File: src/ssd_pkg.sv
// Shared types, constants and lookup functions for the seven-segment shift-register driver.
// No dependencies; every other file refers to this package by scoped names.
package ssd_pkg;

    localparam int unsigned NUM_W   = 14;
    localparam int unsigned BCD_W   = 16;
    localparam int unsigned SEG_W   = 8;
    localparam int unsigned WORD_W  = 4 * SEG_W;
    localparam int unsigned QDEPTH  = 2;
    localparam int unsigned QAW     = $clog2(QDEPTH);
    localparam int unsigned QCW     = $clog2(QDEPTH + 1);
    localparam int unsigned BITS_W  = 6;

    localparam logic [NUM_W-1:0] MAX_SHOWN = NUM_W'(9999);
    localparam logic [3:0]       CONV_LAST = 4'(NUM_W - 1);
    localparam logic             CMD_NUMBER = 1'b0;
    localparam logic             CMD_RAW    = 1'b1;

    typedef enum logic [2:0] {
        ST_IDLE = 3'b001,
        ST_CONV = 3'b010,
        ST_PUSH = 3'b100
    } t_front_state;

    typedef struct packed {
        logic empty;
        logic full;
    } t_q_stat;

    // Active-low segment glyph for a decimal digit (dp g f e d c b a).
    function automatic logic [SEG_W-1:0] glyph(input logic [3:0] digit);
        logic [SEG_W-1:0] g;
        unique case (digit)
            4'd0:    g = 8'hC0;
            4'd1:    g = 8'hF9;
            4'd2:    g = 8'hA4;
            4'd3:    g = 8'hB0;
            4'd4:    g = 8'h99;
            4'd5:    g = 8'h92;
            4'd6:    g = 8'h82;
            4'd7:    g = 8'hF8;
            4'd8:    g = 8'h80;
            4'd9:    g = 8'h90;
            default: g = 8'hFF;
        endcase
        return g;
    endfunction

    // One-hot digit select byte sent after the segment byte.
    function automatic logic [SEG_W-1:0] digit_sel(input logic [1:0] d);
        logic [SEG_W-1:0] s;
        unique case (d)
            2'd0:    s = 8'hF1;
            2'd1:    s = 8'hF2;
            2'd2:    s = 8'hF4;
            default: s = 8'hF8;
        endcase
        return s;
    endfunction

    // One double-dabble step: correct each BCD digit, then shift in the next bit.
    function automatic logic [BCD_W-1:0] dabble(input logic [BCD_W-1:0] bcd,
                                                input logic bin_bit);
        logic [BCD_W-1:0] adj;
        adj = bcd;
        for (int i = 0; i < 4; i++) begin
            if (bcd[4*i +: 4] >= 4'd5) begin
                adj[4*i +: 4] = bcd[4*i +: 4] + 4'd3;
            end
        end
        return {adj[BCD_W-2:0], bin_bit};
    endfunction

endpackage

File: src/seven_segment_shift_register_driver.sv
// Top level of the four-digit seven-segment shift-register driver.
// Uses ssd_pkg, ssd_front, ssd_queue and ssd_back.
//
// Channel  | Handshake           | Payload
// ---------+---------------------+-------------------------------------------------
// request  | start / busy        | i_cmd, i_number, i_pattern_0 .. i_pattern_3
// bit out  | o_valid (strobe)    | o_serial_bit, o_latch_now, o_digit_index, o_last
//
// A request is taken when start is high and busy is low. The front end holds busy
// from acceptance until it pushes the item: a number request first runs fourteen
// double-dabble shifts, and either kind then waits, if need be, for a free queue slot.
// Each request yields 64 output bits on consecutive cycles; the serializer's
// one-bit-per-cycle shift sets the sustained request rate, and queued requests
// follow each other with no idle cycle between them.
// Reset is synchronous and active low; it empties the queue and idles both ends.
// The receiver cannot stall: each bit is shown for exactly one cycle.
module seven_segment_shift_register_driver (
    input  logic                      i_clk,
    input  logic                      i_rst_n,
    input  logic                      start,
    output logic                      busy,
    input  logic                      i_cmd,
    input  logic [ssd_pkg::NUM_W-1:0] i_number,
    input  logic [7:0]                i_pattern_0,
    input  logic [7:0]                i_pattern_1,
    input  logic [7:0]                i_pattern_2,
    input  logic [7:0]                i_pattern_3,
    output logic                      o_valid,
    output logic                      o_serial_bit,
    output logic                      o_latch_now,
    output logic [1:0]                o_digit_index,
    output logic                      o_last
);

    // Queue link: front pushes finished segment words, back pops one per item.
    logic                       push;
    logic                       pop;
    logic [ssd_pkg::WORD_W-1:0] push_word;
    logic [ssd_pkg::WORD_W-1:0] head_word;
    ssd_pkg::t_q_stat           q_stat;

    // Classify the request, saturate and split the number, build the four glyphs.
    ssd_front u_front (
        .i_clk       (i_clk),
        .i_rst_n     (i_rst_n),
        .start       (start),
        .busy        (busy),
        .i_cmd       (i_cmd),
        .i_number    (i_number),
        .i_pattern_0 (i_pattern_0),
        .i_pattern_1 (i_pattern_1),
        .i_pattern_2 (i_pattern_2),
        .i_pattern_3 (i_pattern_3),
        .i_q_stat    (q_stat),
        .o_push      (push),
        .o_word      (push_word)
    );

    // Hold up to two items so the front can run ahead of the serializer.
    ssd_queue u_queue (
        .i_clk   (i_clk),
        .i_rst_n (i_rst_n),
        .i_push  (push),
        .i_data  (push_word),
        .i_pop   (pop),
        .o_data  (head_word),
        .o_stat  (q_stat)
    );

    // Advance one bit per cycle through the four digit frames.
    ssd_back u_back (
        .i_clk         (i_clk),
        .i_rst_n       (i_rst_n),
        .i_q_data      (head_word),
        .i_q_stat      (q_stat),
        .o_pop         (pop),
        .o_valid       (o_valid),
        .o_serial_bit  (o_serial_bit),
        .o_latch_now   (o_latch_now),
        .o_digit_index (o_digit_index),
        .o_last        (o_last)
    );

endmodule

File: src/ssd_front.sv
// Front end: accepts display requests and turns them into four segment bytes.
// Uses ssd_pkg (state type, glyph table, double-dabble step); feeds ssd_queue.
module ssd_front (
    input  logic                      i_clk,
    input  logic                      i_rst_n,
    input  logic                      start,
    output logic                      busy,
    input  logic                      i_cmd,
    input  logic [ssd_pkg::NUM_W-1:0] i_number,
    input  logic [7:0]                i_pattern_0,
    input  logic [7:0]                i_pattern_1,
    input  logic [7:0]                i_pattern_2,
    input  logic [7:0]                i_pattern_3,
    input  ssd_pkg::t_q_stat          i_q_stat,
    output logic                      o_push,
    output logic [ssd_pkg::WORD_W-1:0] o_word
);

    ssd_pkg::t_front_state r_state, n_state;
    logic [3:0]                    r_cnt, n_cnt;
    logic [ssd_pkg::NUM_W-1:0]     r_bin, n_bin;
    logic [ssd_pkg::BCD_W-1:0]     r_bcd, n_bcd;
    logic                          r_raw, n_raw;
    logic [ssd_pkg::WORD_W-1:0]    r_pat, n_pat;

    assign busy   = (r_state != ssd_pkg::ST_IDLE);
    assign o_push = (r_state == ssd_pkg::ST_PUSH) && !i_q_stat.full;
    assign o_word = r_raw ? r_pat
                          : {ssd_pkg::glyph(r_bcd[15:12]), ssd_pkg::glyph(r_bcd[11:8]),
                             ssd_pkg::glyph(r_bcd[7:4]),   ssd_pkg::glyph(r_bcd[3:0])};

    always_comb begin
        n_state = r_state;
        n_cnt   = r_cnt;
        n_bin   = r_bin;
        n_bcd   = r_bcd;
        n_raw   = r_raw;
        n_pat   = r_pat;
        unique case (r_state)
            ssd_pkg::ST_IDLE: begin
                if (start) begin
                    n_raw = (i_cmd == ssd_pkg::CMD_RAW);
                    n_pat = {i_pattern_0, i_pattern_1, i_pattern_2, i_pattern_3};
                    n_bin = (i_number > ssd_pkg::MAX_SHOWN) ? ssd_pkg::MAX_SHOWN : i_number;
                    n_bcd = '0;
                    n_cnt = '0;
                    n_state = (i_cmd == ssd_pkg::CMD_RAW) ? ssd_pkg::ST_PUSH
                                                          : ssd_pkg::ST_CONV;
                end
            end
            ssd_pkg::ST_CONV: begin
                n_bcd = ssd_pkg::dabble(r_bcd, r_bin[ssd_pkg::NUM_W-1]);
                n_bin = {r_bin[ssd_pkg::NUM_W-2:0], 1'b0};
                n_cnt = r_cnt + 4'd1;
                if (r_cnt == ssd_pkg::CONV_LAST) begin
                    n_state = ssd_pkg::ST_PUSH;
                end
            end
            ssd_pkg::ST_PUSH: begin
                if (!i_q_stat.full) begin
                    n_state = ssd_pkg::ST_IDLE;
                end
            end
            default: n_state = ssd_pkg::ST_IDLE;
        endcase
    end

    always_ff @(posedge i_clk) begin
        if (!i_rst_n) begin
            r_state <= ssd_pkg::ST_IDLE;
        end else begin
            r_state <= n_state;
        end
        r_cnt <= n_cnt;
        r_bin <= n_bin;
        r_bcd <= n_bcd;
        r_raw <= n_raw;
        r_pat <= n_pat;
    end

endmodule

File: src/ssd_queue.sv
// Two-entry queue of segment words between the front end and the serializer.
// Uses ssd_pkg (depth constants, status struct).
module ssd_queue (
    input  logic                       i_clk,
    input  logic                       i_rst_n,
    input  logic                       i_push,
    input  logic [ssd_pkg::WORD_W-1:0] i_data,
    input  logic                       i_pop,
    output logic [ssd_pkg::WORD_W-1:0] o_data,
    output ssd_pkg::t_q_stat           o_stat
);

    logic [ssd_pkg::WORD_W-1:0] r_mem [ssd_pkg::QDEPTH];
    logic [ssd_pkg::QAW-1:0]    r_wr_ptr, r_rd_ptr;
    logic [ssd_pkg::QCW-1:0]    r_count;

    assign o_data       = r_mem[r_rd_ptr];
    assign o_stat.empty = (r_count == '0);
    assign o_stat.full  = (r_count == ssd_pkg::QCW'(ssd_pkg::QDEPTH));

    always_ff @(posedge i_clk) begin
        if (!i_rst_n) begin
            r_wr_ptr <= '0;
            r_rd_ptr <= '0;
            r_count  <= '0;
        end else begin
            if (i_push) begin
                r_wr_ptr <= r_wr_ptr + 1'b1;
            end
            if (i_pop) begin
                r_rd_ptr <= r_rd_ptr + 1'b1;
            end
            if (i_push && !i_pop) begin
                r_count <= r_count + 1'b1;
            end else if (i_pop && !i_push) begin
                r_count <= r_count - 1'b1;
            end
        end
        if (i_push) begin
            r_mem[r_wr_ptr] <= i_data;
        end
    end

`ifndef SYNTHESIS
    a_no_overflow: assert property (@(posedge i_clk) disable iff (!i_rst_n)
        o_stat.full |-> !i_push)
        else $error("queue push while full");
    a_no_underflow: assert property (@(posedge i_clk) disable iff (!i_rst_n)
        o_stat.empty |-> !i_pop)
        else $error("queue pop while empty");
    a_count_range: assert property (@(posedge i_clk) disable iff (!i_rst_n)
        r_count <= ssd_pkg::QCW'(ssd_pkg::QDEPTH))
        else $error("queue count out of range");
`endif

endmodule

File: src/ssd_back.sv
// Serializer: shifts four 16-bit digit frames out, one bit per cycle.
// Uses ssd_pkg (digit select table, status struct); takes words from ssd_queue.
module ssd_back (
    input  logic                       i_clk,
    input  logic                       i_rst_n,
    input  logic [ssd_pkg::WORD_W-1:0] i_q_data,
    input  ssd_pkg::t_q_stat           i_q_stat,
    output logic                       o_pop,
    output logic                       o_valid,
    output logic                       o_serial_bit,
    output logic                       o_latch_now,
    output logic [1:0]                 o_digit_index,
    output logic                       o_last
);

    logic                         r_active;
    logic [ssd_pkg::BITS_W-1:0]   r_cnt;
    logic [ssd_pkg::WORD_W-1:0]   r_seg;
    logic                         end_item;
    logic [1:0]                   digit;
    logic [3:0]                   bit_pos;
    logic [ssd_pkg::SEG_W-1:0]    seg_byte;
    logic [2*ssd_pkg::SEG_W-1:0]  frame;

    assign end_item = (r_cnt == '1);
    assign o_pop    = (!r_active || end_item) && !i_q_stat.empty;

    assign digit   = r_cnt[5:4];
    assign bit_pos = r_cnt[3:0];

    always_comb begin
        unique case (digit)
            2'd0:    seg_byte = r_seg[31:24];
            2'd1:    seg_byte = r_seg[23:16];
            2'd2:    seg_byte = r_seg[15:8];
            default: seg_byte = r_seg[7:0];
        endcase
    end

    assign frame         = {seg_byte, ssd_pkg::digit_sel(digit)};
    assign o_valid       = r_active;
    assign o_serial_bit  = frame[4'd15 - bit_pos];
    assign o_latch_now   = (bit_pos == 4'd15);
    assign o_digit_index = digit;
    assign o_last        = end_item;

    always_ff @(posedge i_clk) begin
        if (!i_rst_n) begin
            r_active <= 1'b0;
            r_cnt    <= '0;
        end else if (o_pop) begin
            r_active <= 1'b1;
            r_cnt    <= '0;
        end else if (r_active) begin
            r_active <= !end_item;
            r_cnt    <= r_cnt + 1'b1;
        end
        if (o_pop) begin
            r_seg <= i_q_data;
        end
    end

`ifndef SYNTHESIS
    a_last_frame: assert property (@(posedge i_clk) disable iff (!i_rst_n)
        (o_valid && o_last) |-> (o_latch_now && o_digit_index == 2'd3))
        else $error("last bit outside final frame end");
    a_no_gap: assert property (@(posedge i_clk) disable iff (!i_rst_n)
        (r_active && !end_item) |=> (r_active && r_cnt == $past(r_cnt) + 1'b1))
        else $error("serializer dropped out mid item");
    a_drain: assert property (@(posedge i_clk) disable iff (!i_rst_n)
        (r_active && end_item && i_q_stat.empty) |=> !r_active)
        else $error("serializer ran past item end with empty queue");
`endif

endmodule

File: config.mk
export PLATFORM = sky130hd
export DESIGN_NAME = seven_segment_shift_register_driver
export DESIGN_NICKNAME = d
export VERILOG_FILES = /design/src/ssd_pkg.sv /design/src/seven_segment_shift_register_driver.sv /design/src/ssd_front.sv /design/src/ssd_queue.sv /design/src/ssd_back.sv
export SDC_FILE = /design/constraint.sdc
export NUM_CORES = 1
export LEC_CHECK = 0
export BUFFER_PORTS_ARGS = -buffer_cell sky130_fd_sc_hd__buf_4
export CAP_MARGIN = 40
export CORE_MARGIN = 5
export CORE_UTILIZATION = 32
export DETAILED_ROUTE_END_ITERATION = 10
export PLACE_DENSITY = 0.57
export SYNTH_ARGS = -nofsm -noshare
export SYNTH_HDL_FRONTEND = slang
export SYNTH_HIERARCHICAL = 1
export SYNTH_SLANG_ARGS = --single-unit
File: constraint.sdc
create_clock -name i_clk -period 4.49 [get_ports i_clk]
set_clock_uncertainty 0.2 [all_clocks]
set_input_delay 1.1225 -clock i_clk [delete_from_list [all_inputs] [get_ports i_clk]]
set_output_delay 1.1225 -clock i_clk [all_outputs]
set_load 0.05 [all_outputs]
* Yosys cells after proc, flatten, opt, wreduce, memory -nomap -nowiden
Memories as Yosys holds them, arrays and structs flattened. A register that Yosys moved wholly into a read port is not among the register bits.
Index checks and enable logic that the tools add are counted.
** Storage, ports and cells
- Flip-flop bits (word level) :: 81
- RAM bits :: 64
- ROM bits :: 448
- Input port bits :: 50
- Output and inout bits :: 7
- Word-level logic and storage cells :: 97
- Memories kept :: 5
** Memories
- (name not given) :: words 16, width 7, rd ports 1, clocked after Yosys merged registers in 1, wr ports 0, line ssd_pkg.sv:33 : unique case (digit)
- (name not given) :: words 16, width 7, rd ports 1, clocked after Yosys merged registers in 1, wr ports 0, line ssd_pkg.sv:33
- (name not given) :: words 16, width 7, rd ports 1, clocked after Yosys merged registers in 1, wr ports 0, line ssd_pkg.sv:33
- (name not given) :: words 16, width 7, rd ports 1, clocked after Yosys merged registers in 1, wr ports 0, line ssd_pkg.sv:33
- u_queue.r_mem :: words 2, width 32, rd ports 1, clocked after Yosys merged registers in 1, wr ports 1, line ssd_queue.sv:13 : logic [ssd_pkg::WORD_W-1:0] r_mem [ssd_pkg::QDEPTH];
** Operators by class
- Add/sub/neg operators :: 11
- Order comparisons :: 6
- Eq/ne operators :: 13
- Muxes and demuxes :: 31
- Bitwise operators :: 1
- Reduce and logical (&&, ||, !) cells :: 19
** Operators with widths (count)
- 32-bit 2-to-1 mux :: 1
- 4-bit 2-to-1 mux :: 8
- 16-bit one-hot mux with 2 select lines :: 1
- 14-bit 2-to-1 mux :: 2
- 14-bit one-hot mux with 2 select lines :: 1
- 8-bit one-hot mux with 3 select lines :: 1
- 4-bit by 3-bit greater-or-equal comparator with 1-bit output (second input constant) :: 4
- 16-bit 2-to-1 mux :: 1
- 3-bit 2-to-1 mux :: 5
- 14-bit greater-than comparator (second input constant) :: 1
- 4-bit by 2-bit adder with 4-bit output (second input constant) :: 3
- 4-bit one-hot mux with 3 select lines :: 1
- 3-bit one-hot mux with 3 select lines :: 1
- 4-bit equality test (second input constant) :: 2
- 4-bit one-hot mux with 2 select lines :: 1
- 6-bit by 1-bit adder with 6-bit output (second input constant) :: 1
- 6-bit equality test (second input constant) :: 1
- 1-bit zero test :: 6
- 4-bit by 5-bit < comparator with 1-bit output (second input constant) :: 1
- 1-bit 2-to-1 mux :: 5
- 4-bit by 1-bit adder with 4-bit output (second input constant) :: 1
- 1-bit binary-select mux with 4-bit select :: 1
- 2-bit equality test (second input constant) :: 2
- 1-bit logical AND :: 4
- other kinds (20) :: 26

* Longest topological paths before layout
Gate-level depths: netlist of the first run.
- Depth in word-level cells :: 7
- Gate-level depth with buffers :: 10

* Cells and area by module
Netlist of the first run, hierarchy kept.
** By module, submodules not included
- ssd_front :: times used 1, cells each 394, area each 4996.0 um2, sequential area each 2632.5 um2
- ssd_queue :: times used 1, cells each 122, area each 2528.7 um2, sequential area each 2021.9 um2
- ssd_back :: times used 1, cells each 111, area each 1652.8 um2, sequential area each 1101.1 um2

* Worst setup path after synthesis of the first run
Ideal clock, no wire load.
- Path kind :: register to register
- Start point :: reg u_back/r_cnt[0] (netlist bit)
- End point :: reg u_queue/r_count[1] (netlist bit)
- Library setup time :: 0.070 ns
- Data arrival time :: 3.667 ns
- Path slack :: 0.553 ns
- Stages on the path, launching flop included :: 9
- Clock period less this slack :: 3.937 ns
- Cells stage by stage :: dfxtp_1 ha_1 and3_1 a31oi_1 nor2_1 inv_1 ha_1 or3_1 a21boi_1
** On the way
- Cells in the longest elaborated chain, start to end :: 6
** RTL lines
- from (decl) :: line ssd_back.sv:17 : logic [ssd_pkg::BITS_W-1:0] r_cnt;
- from (signal assigned) :: line ssd_back.sv:56 : r_cnt <= r_cnt + 1'b1;
- 6-bit equality test (*) :: line ssd_back.sv:25 : assign end_item = (r_cnt == '1);
- 1-bit logical OR (*) :: line ssd_back.sv:26 : assign o_pop = (!r_active || end_item) && !i_q_stat.empty;
- 1-bit logical AND (*) :: line ssd_back.sv:26
- net pop :: line seven_segment_shift_register_driver.sv:37 : logic pop;
- 1-bit zero test :: line ssd_queue.sv:33 : if (i_push && !i_pop) begin
- 1-bit logical AND :: line ssd_queue.sv:33
- 2-bit 2-to-1 mux / 2-bit nonzero test (equally long branches)
- to (signal assigned) :: line ssd_queue.sv:34 : r_count <= r_count + 1'b1;
- to (signal assigned) :: line ssd_queue.sv:36 : r_count <= r_count - 1'b1;
- to (decl) :: line ssd_queue.sv:15 : logic [ssd_pkg::QCW-1:0] r_count;
The timed path passes the listed nets; every way through them passes the cells marked *.
A chain may end at the register's enable or synchronous reset.

* Final worst setup path of the first run
- Start point :: reg u_back/r_cnt[4] (netlist bit)
- End point :: out o_serial_bit
** On the way
- Cells in the longest elaborated chain, start to end :: 4
** RTL lines
- 2-bit equality test, or another cell as far along :: line ssd_pkg.sv:52, ssd_back.sv:32
- 4-bit one-hot mux with 3 select lines / 8-bit one-hot mux with 3 select lines (equally long branches) :: line ssd_pkg.sv:52, ssd_back.sv:32
- 1-bit binary-select mux with 4-bit select (*) :: line ssd_back.sv:42 : assign o_serial_bit = frame[4'd15 - bit_pos];
- 1-bit 2-to-1 mux (not written as such) (*) :: line ssd_back.sv:42
- to (decl) :: line seven_segment_shift_register_driver.sv:29 : output logic o_serial_bit,
Mark *: on every way between the ends. The rest lies on a longest branch, timed or not. The select of a mux whose other input is x is not followed.

==> reports/qor.yml, run 1 <==
status:
  outcome: "completed"
worst_setup_path:
  reg2regPathDepth: 9
  setup.worst_path.class: "flop to output pin"
  max_stage_delay_ps: 740
  cp_top_family: "flip-flops"
  crit_chain: "mux4_2 -> a32oi_1 -> o311a_1 -> o32ai_1 -> buf_4"
  rrSetupSlack_ps: 1690
  crit_buf_inv: 1
  worst_setup_path_start_kind: "flop"
  critPathArrivalTime_ps: 2520
  critPathCaptureType: "output pin"
  required_ps: 3170
  reg2reg_from: "u_front/r_bcd[0]"
  critical_path_cell_count: 5
  cp_max_fo: 14
  cp_slowest_cell: "dfxtp_1"
cells_and_area:
  drive_above_1_share_pct: 28.4
  finalNetCount: 777
  nFillCells: 2746
  diodes: 0
  syn_to_final_growth_pct: 17.9
  postLayoutCellArea_sq_um: 10800
detailed_routing:
  drtIter0Drc: 302
  drc: 0
  avgViaCountPerCell: 4.58
  wl_per_cell_um: 15.4
  ant_nets: 0
  wl_um: 16900
  drtPass1Iterations: 4
  vias: 5015
sta:
  fmax_ghz: 0.260
  period_share_pct: 85.5
  drv_slew: 0
  setup_ws_ps: 649
  finalSetupViolCount: 0
  setup_tns_ps: 0
  grt_setup_unrepaired: "no"
  worst_pin_slew_ps: 824
  hold_viol: 0
  finalCriticalPeriod_ps: 3840
  slew_headroom_pct: 44.3
power:
  clockPowerShare_pct: 35.6
  powerDensity_nw_per_um2: 483
  intPower_mw: 3.90
  seqPwrFrac_pct: 48.7
  power.switching_mw: 1.33
  peakVddDrop_mv: 0.289
  swShare_pct: 25.4
  power_frac_comb_pct: 15.7
  p_leak_nw: 3.94
min_path:
  hold_path_class: "flop to flop"
  hold_end: "u_queue/r_count[1]"
  whs_path_depth: 2
  worstHoldStart: "u_queue/r_count[1]"
clock_network:
  htreeDepth: 1
  root_buffer: "clkbuf_16"
  cts.clk_slew.worst_paths_ps: 60
  clk_latency_ps: 500
  cts.repair.resized: 0
  post_cts_buffers: 0
  clkSinkCount: 206
  cts_buffers: 24
  cts_tree: "done"
  hold_buffers: 0
  clk_path_buf_depth: 3
synth:
  synth-edff-count: 163
  synthCells: 627
  ys.flop_type: "edfxtp_1"
  synth_cell_types: 65
  ys_async_sr_fraction_pct: 0
  netlist_area_sq_um: 9180
  syn_avg_cell_area_sq_um: 14.6
  yosys.area.top_type_share_pct: 53.3
  syn_nets: 710
  synth.yosys.seq_area_share_pct: 62.7
  post-synth-top-area-cell: "edfxtp_1"
  ys_ff_latch: 206
  ys_top_cells_by_area: "edfxtp_1, dfxtp_1, mux2_2"
  synth_warnings: 6
placement:
  place.gp.congestion: 0.776
  dpl-instance-area_sq_um: 10100
  io_buffers: 56
  dpl_worst_slack_ps: 1020
  dpl.hpwl_um: 11400
die:
  die_area_sq_um: 32200
  die_y_um: 179
  num_io_pins: 57
  initial_utilization_pct: 32.1
  core_sq_um: 28500
  rows: 62
  die_x_um: 179
global_routing:
  antenna_found_initial: 2
  grt_pass1_wl_um: 26700
  first_global_vias: 4987
  grt_max_degree: 34
  grtUsageTotal_pct: 10.5
  overflow: 0
job:
  maxCapViolCount: 0
==> tightest hold or removal path, stage by stage (launching register included) <==
cell      delay (ps)
dfxtp_1          330
o21ai_0           70
a21boi_1          60
==> per-layer routing <==
layer	GRT usage, %	part of all wire, %	routed length, um	up-vias
met5	0	0.12	21	-
met4	2.32	1.1	189	4
met3	2.41	4.6	772	20
met2	17.2	48	8100	68
met1	14.2	46	7830	2431
li1	-	-	-	2492
==> power by group through the flow <==
stage	registers [mW]	clock network, mW	logic (mW)
after CTS	2.56	1.92	0.835
after global routing	2.58	2.00	0.906
final	2.55	1.86	0.821
after detailed placement	2.60	0	0.828
after floorplan	2.53	0	0.624
after global placement	2.60	0	0.817
==> cell type report <==
type / instances / area, sq um / area share, %
clock buffer: 33 / 686 / 6.34
clock inverter: 11 / 82.6 / 0.763
inverter: 41 / 154 / 1.42
multi-input combinational: 356 / 3140 / 29.0
sequential: 206 / 5760 / 53.2
tap: 384 / 480 / 4.44
timing repair buffer: 65 / 520 / 4.81
==> cell usage in the layout, fill, tap and decap left out, types with 5 or more instances in the layout <==
cell type and instances:
a21oi_2 8, a21oi_1 7, clkbuf_16 25, a22oi_1 5, nand3b_1 6, inv_1 41, dfxtp_1 43, edfxtp_1 163
a211oi_1 5, o22a_1 6, nor2_1 26, clkbuf_1 5, nand2b_1 10, mux2_2 68, and2_1 10, o21ai_0 9
nand2_1 17, xnor2_1 7, a21boi_1 7, xor2_1 12, nand3_1 5, or3b_2 5, a21o_1 9, a2bb2oi_1 12
ha_1 33, buf_4 63, nor2b_1 7, mux2_1 5, clkinv_2 5, mux2i_1 7
==> cells by family (layout without fill, tap and decap cells) <==
family,Yosys count,in the layout,share of synthesized area (%)
adder cells (fa/ha/maj),33,33,4.50
buffers and inverters,65,150,3.19
XOR/XNOR,19,19,1.81
AO/OA/AOI/OAI,113,113,10.6
multiplexers,84,84,10.8
flip-flops,206,206,62.7
AND/OR/NAND/NOR,107,107,6.44
==> worst max-delay path by stage <==
| stage | start | endpoint | slack [ps] |
|---|---|---|---|
| 2_1_floorplan | u_back/r_cnt[0] | u_queue/r_count[1] | 550 |
| 5_1_grt | u_back/r_cnt[4] | o_serial_bit | 340 |
| 6_report | u_back/r_cnt[4] | o_serial_bit | 650 |
| 4_1_cts | u_back/r_cnt[4] | o_serial_bit | 570 |
| 3_5_place_dp | start | flop | 1020 |
| 3_3_place_gp | start | flop | 1070 |
==> Yosys cell counts (5+ instances only) <==
master / n
nand2_1: 17
mux2i_1: 7
o22a_1: 6
a21o_1: 9
xnor2_1: 7
nand2b_1: 10
a21oi_2: 8
a22oi_1: 5
inv_1: 41
buf_4: 7
and2_1: 10
a21oi_1: 7
nand3b_1: 6
a2bb2oi_1: 12
xor2_1: 12
o21ai_0: 9
a211oi_1: 5
mux2_1: 5
nand3_1: 5
clkbuf_1: 5
edfxtp_1: 163
nor2b_1: 8
nor2_1: 28
a21boi_1: 7
or3b_2: 5
ha_1: 33
dfxtp_1: 43
mux2_2: 68
==> metrics by stage <==
step           power (mW)  instances  utilization (%)  hold WS [ps]
6_report             5.23       1096             37.9           301
5_1_grt              5.48       1096             37.9           326
4_1_cts              5.31       1096             37.9           303
3_5_place_dp         3.42       1052             35.2           295
3_3_place_gp         3.41       1051             35.1           290
2_1_floorplan        3.15        627                -           266
Power figures use the tool's default switching activity.
==> run 2: changes to the inputs <==
==> constraint.sdc (replaced) <==
create_clock -name i_clk -period 4.49 [get_ports i_clk]
set_clock_uncertainty 0.2 [all_clocks]
set_input_delay 0 -clock i_clk [delete_from_list [all_inputs] [get_ports i_clk]]
set_output_delay 0 -clock i_clk [all_outputs]
set_load 0.05 [all_outputs]
==> reports/qor.yml, run 2 (synthesized netlist as in run 1, its figures left out) <==
worst_setup_path:
  cp_slowest_cell: "dfxtp_1"
  worst_setup_path_start_kind: "flop"
  crit_top_cell: "ha_1"
  crit_buf_inv: 2
  cp_max_fo: 34
  cp_top_family: "simple AND/OR/NAND/NOR gates"
  crit_chain: "ha_1 -> and3_1 -> a31oi_1 -> nor2_2 -> buf_4 -> inv_1 -> ha_1 -> or3_1 -> a21boi_1"
  setup.worst_path.class: "flop to flop"
  max_stage_delay_ps: 620
  critPathArrivalTime_ps: 3190
  critPathCaptureType: "flop"
  required_ps: 4730
sta:
  drv_slew: 0
  slew_headroom_pct: 52.0
  finalSetupViolCount: 0
  grt_setup_unrepaired: "no"
  fmax_ghz: 0.339
  period_share_pct: 65.7
  setup_tns_ps: 0
  finalCriticalPeriod_ps: 2950
  worst_pin_slew_ps: 720
  hold_viol: 0
detailed_routing:
  drtIter0Drc: 333
  wl_per_cell_um: 15.0
  avgViaCountPerCell: 4.52
  drc: 0
  ant_nets: 0
  drtPass1Iterations: 4
  wl_um: 17700
  vias: 5338
global_routing:
  grtUsageTotal_pct: 10.9
  grt_max_degree: 36
  antenna_found_initial: 2
  first_global_vias: 5428
  overflow: 0
  grt_pass1_wl_um: 28100
clock_network:
  hold_buffers: 82
  root_buffer: "clkbuf_16"
  post_cts_buffers: 0
  htreeDepth: 1
  cts_tree: "done"
  cts.clk_slew.worst_paths_ps: 60
  cts.repair.resized: 0
  clk_path_buf_depth: 3
  clk_latency_ps: 510
  clkSinkCount: 206
  cts_buffers: 24
cells_and_area:
  nFillCells: 2696
  finalNetCount: 860
  syn_to_final_growth_pct: 27.6
  final_cell_mix: "edfxtp_1, dlygate4sd3_1, mux2_2"
  mostFrequentLayoutCell: "edfxtp_1"
  drive_above_1_share_pct: 26.4
  fin_cells: 1181
  final_util_pct: 41.0
die:
  core_sq_um: 28500
  initial_utilization_pct: 32.1
  rows: 62
  die_x_um: 179
  num_io_pins: 57
  die_y_um: 179
  die_area_sq_um: 32200
power:
  total_power_mw: 5.41
  p_leak_nw: 4.31
  peakVddDrop_mv: 0.225
  powerDensity_nw_per_um2: 462
placement:
  post-place-cells: 1053
  dpl.hpwl_um: 11100
  place.gp.congestion: 0.739
  io_buffers: 56
min_path:
  hold_path_class: "primary input to flop"
job:
  maxCapViolCount: 0
status:
  outcome: "completed"
[run 2: cell types whose count changed in the layout (fill, tap and decap cells not counted), moves of 2 or more]
cell,change
bufinv_16,+2
clkbuf_1,-4
clkinv_1,-3
clkinv_2,+2
clkinvlp_4,+3
diode_2,+2
dlygate4sd3_1,+82
[run 2: per-stage QoR]
stage                     cell area (sq um)  worst slack (ps)  hold WS, ps
after floorplan                        9180               553         -124
after detailed placement              10000              1560        -20.4
after global routing                  11700              1300         3.11
after CTS                             11700              1540         3.22
after global placement                10000              1620        -20.9
final                                 11700              1540         21.5
[run 2: layout make-up]
cell class	instances	area, sq um	share of cell area, %
Timing Repair Buffer	148	1330	11.4
Clock inverter	16	180	1.54
Clock buffer	28	657	5.61
Antenna cell	2	5.00	0.0427
Inverter	41	154	1.31
Tap cell	384	480	4.10
Multi-Input combinational cell	356	3140	26.8
Sequential cell	206	5760	49.2
[run 2: layer usage]
metal	wire (um)	track usage, %
met1	7780	13.9
met2	8790	19.1
met3	688	2.25
met4	384	2.89
met5	13	0
[run 2: report_power, final]
group,switching (mW),internal [mW]
registers,0.128,2.41
clock network,0.776,1.23
logic,0.462,0.415
total,1.37,4.05
[run 2: worst reg2reg max path, cell delays in order, from the launching register on]
cell and delay, ps:
dfxtp_1 620, ha_1 240, and3_1 230, a31oi_1 160, nor2_2 130, buf_4 390, inv_1 100, ha_1 320
or3_1 350, a21boi_1 140
[run 2: final timing paths]
kind              depth (start not counted)          startpoint                  to  slack, ps
setup / recovery                          9     u_back/r_cnt[0]  u_queue/r_count[1]       1540
hold reg to reg                           2  u_queue/r_count[1]  u_queue/r_count[1]        310
setup reg to reg                          9     u_back/r_cnt[0]  u_queue/r_count[1]       1540
hold / removal                            2      i_pattern_0[0]   u_front/r_pat[24]         20
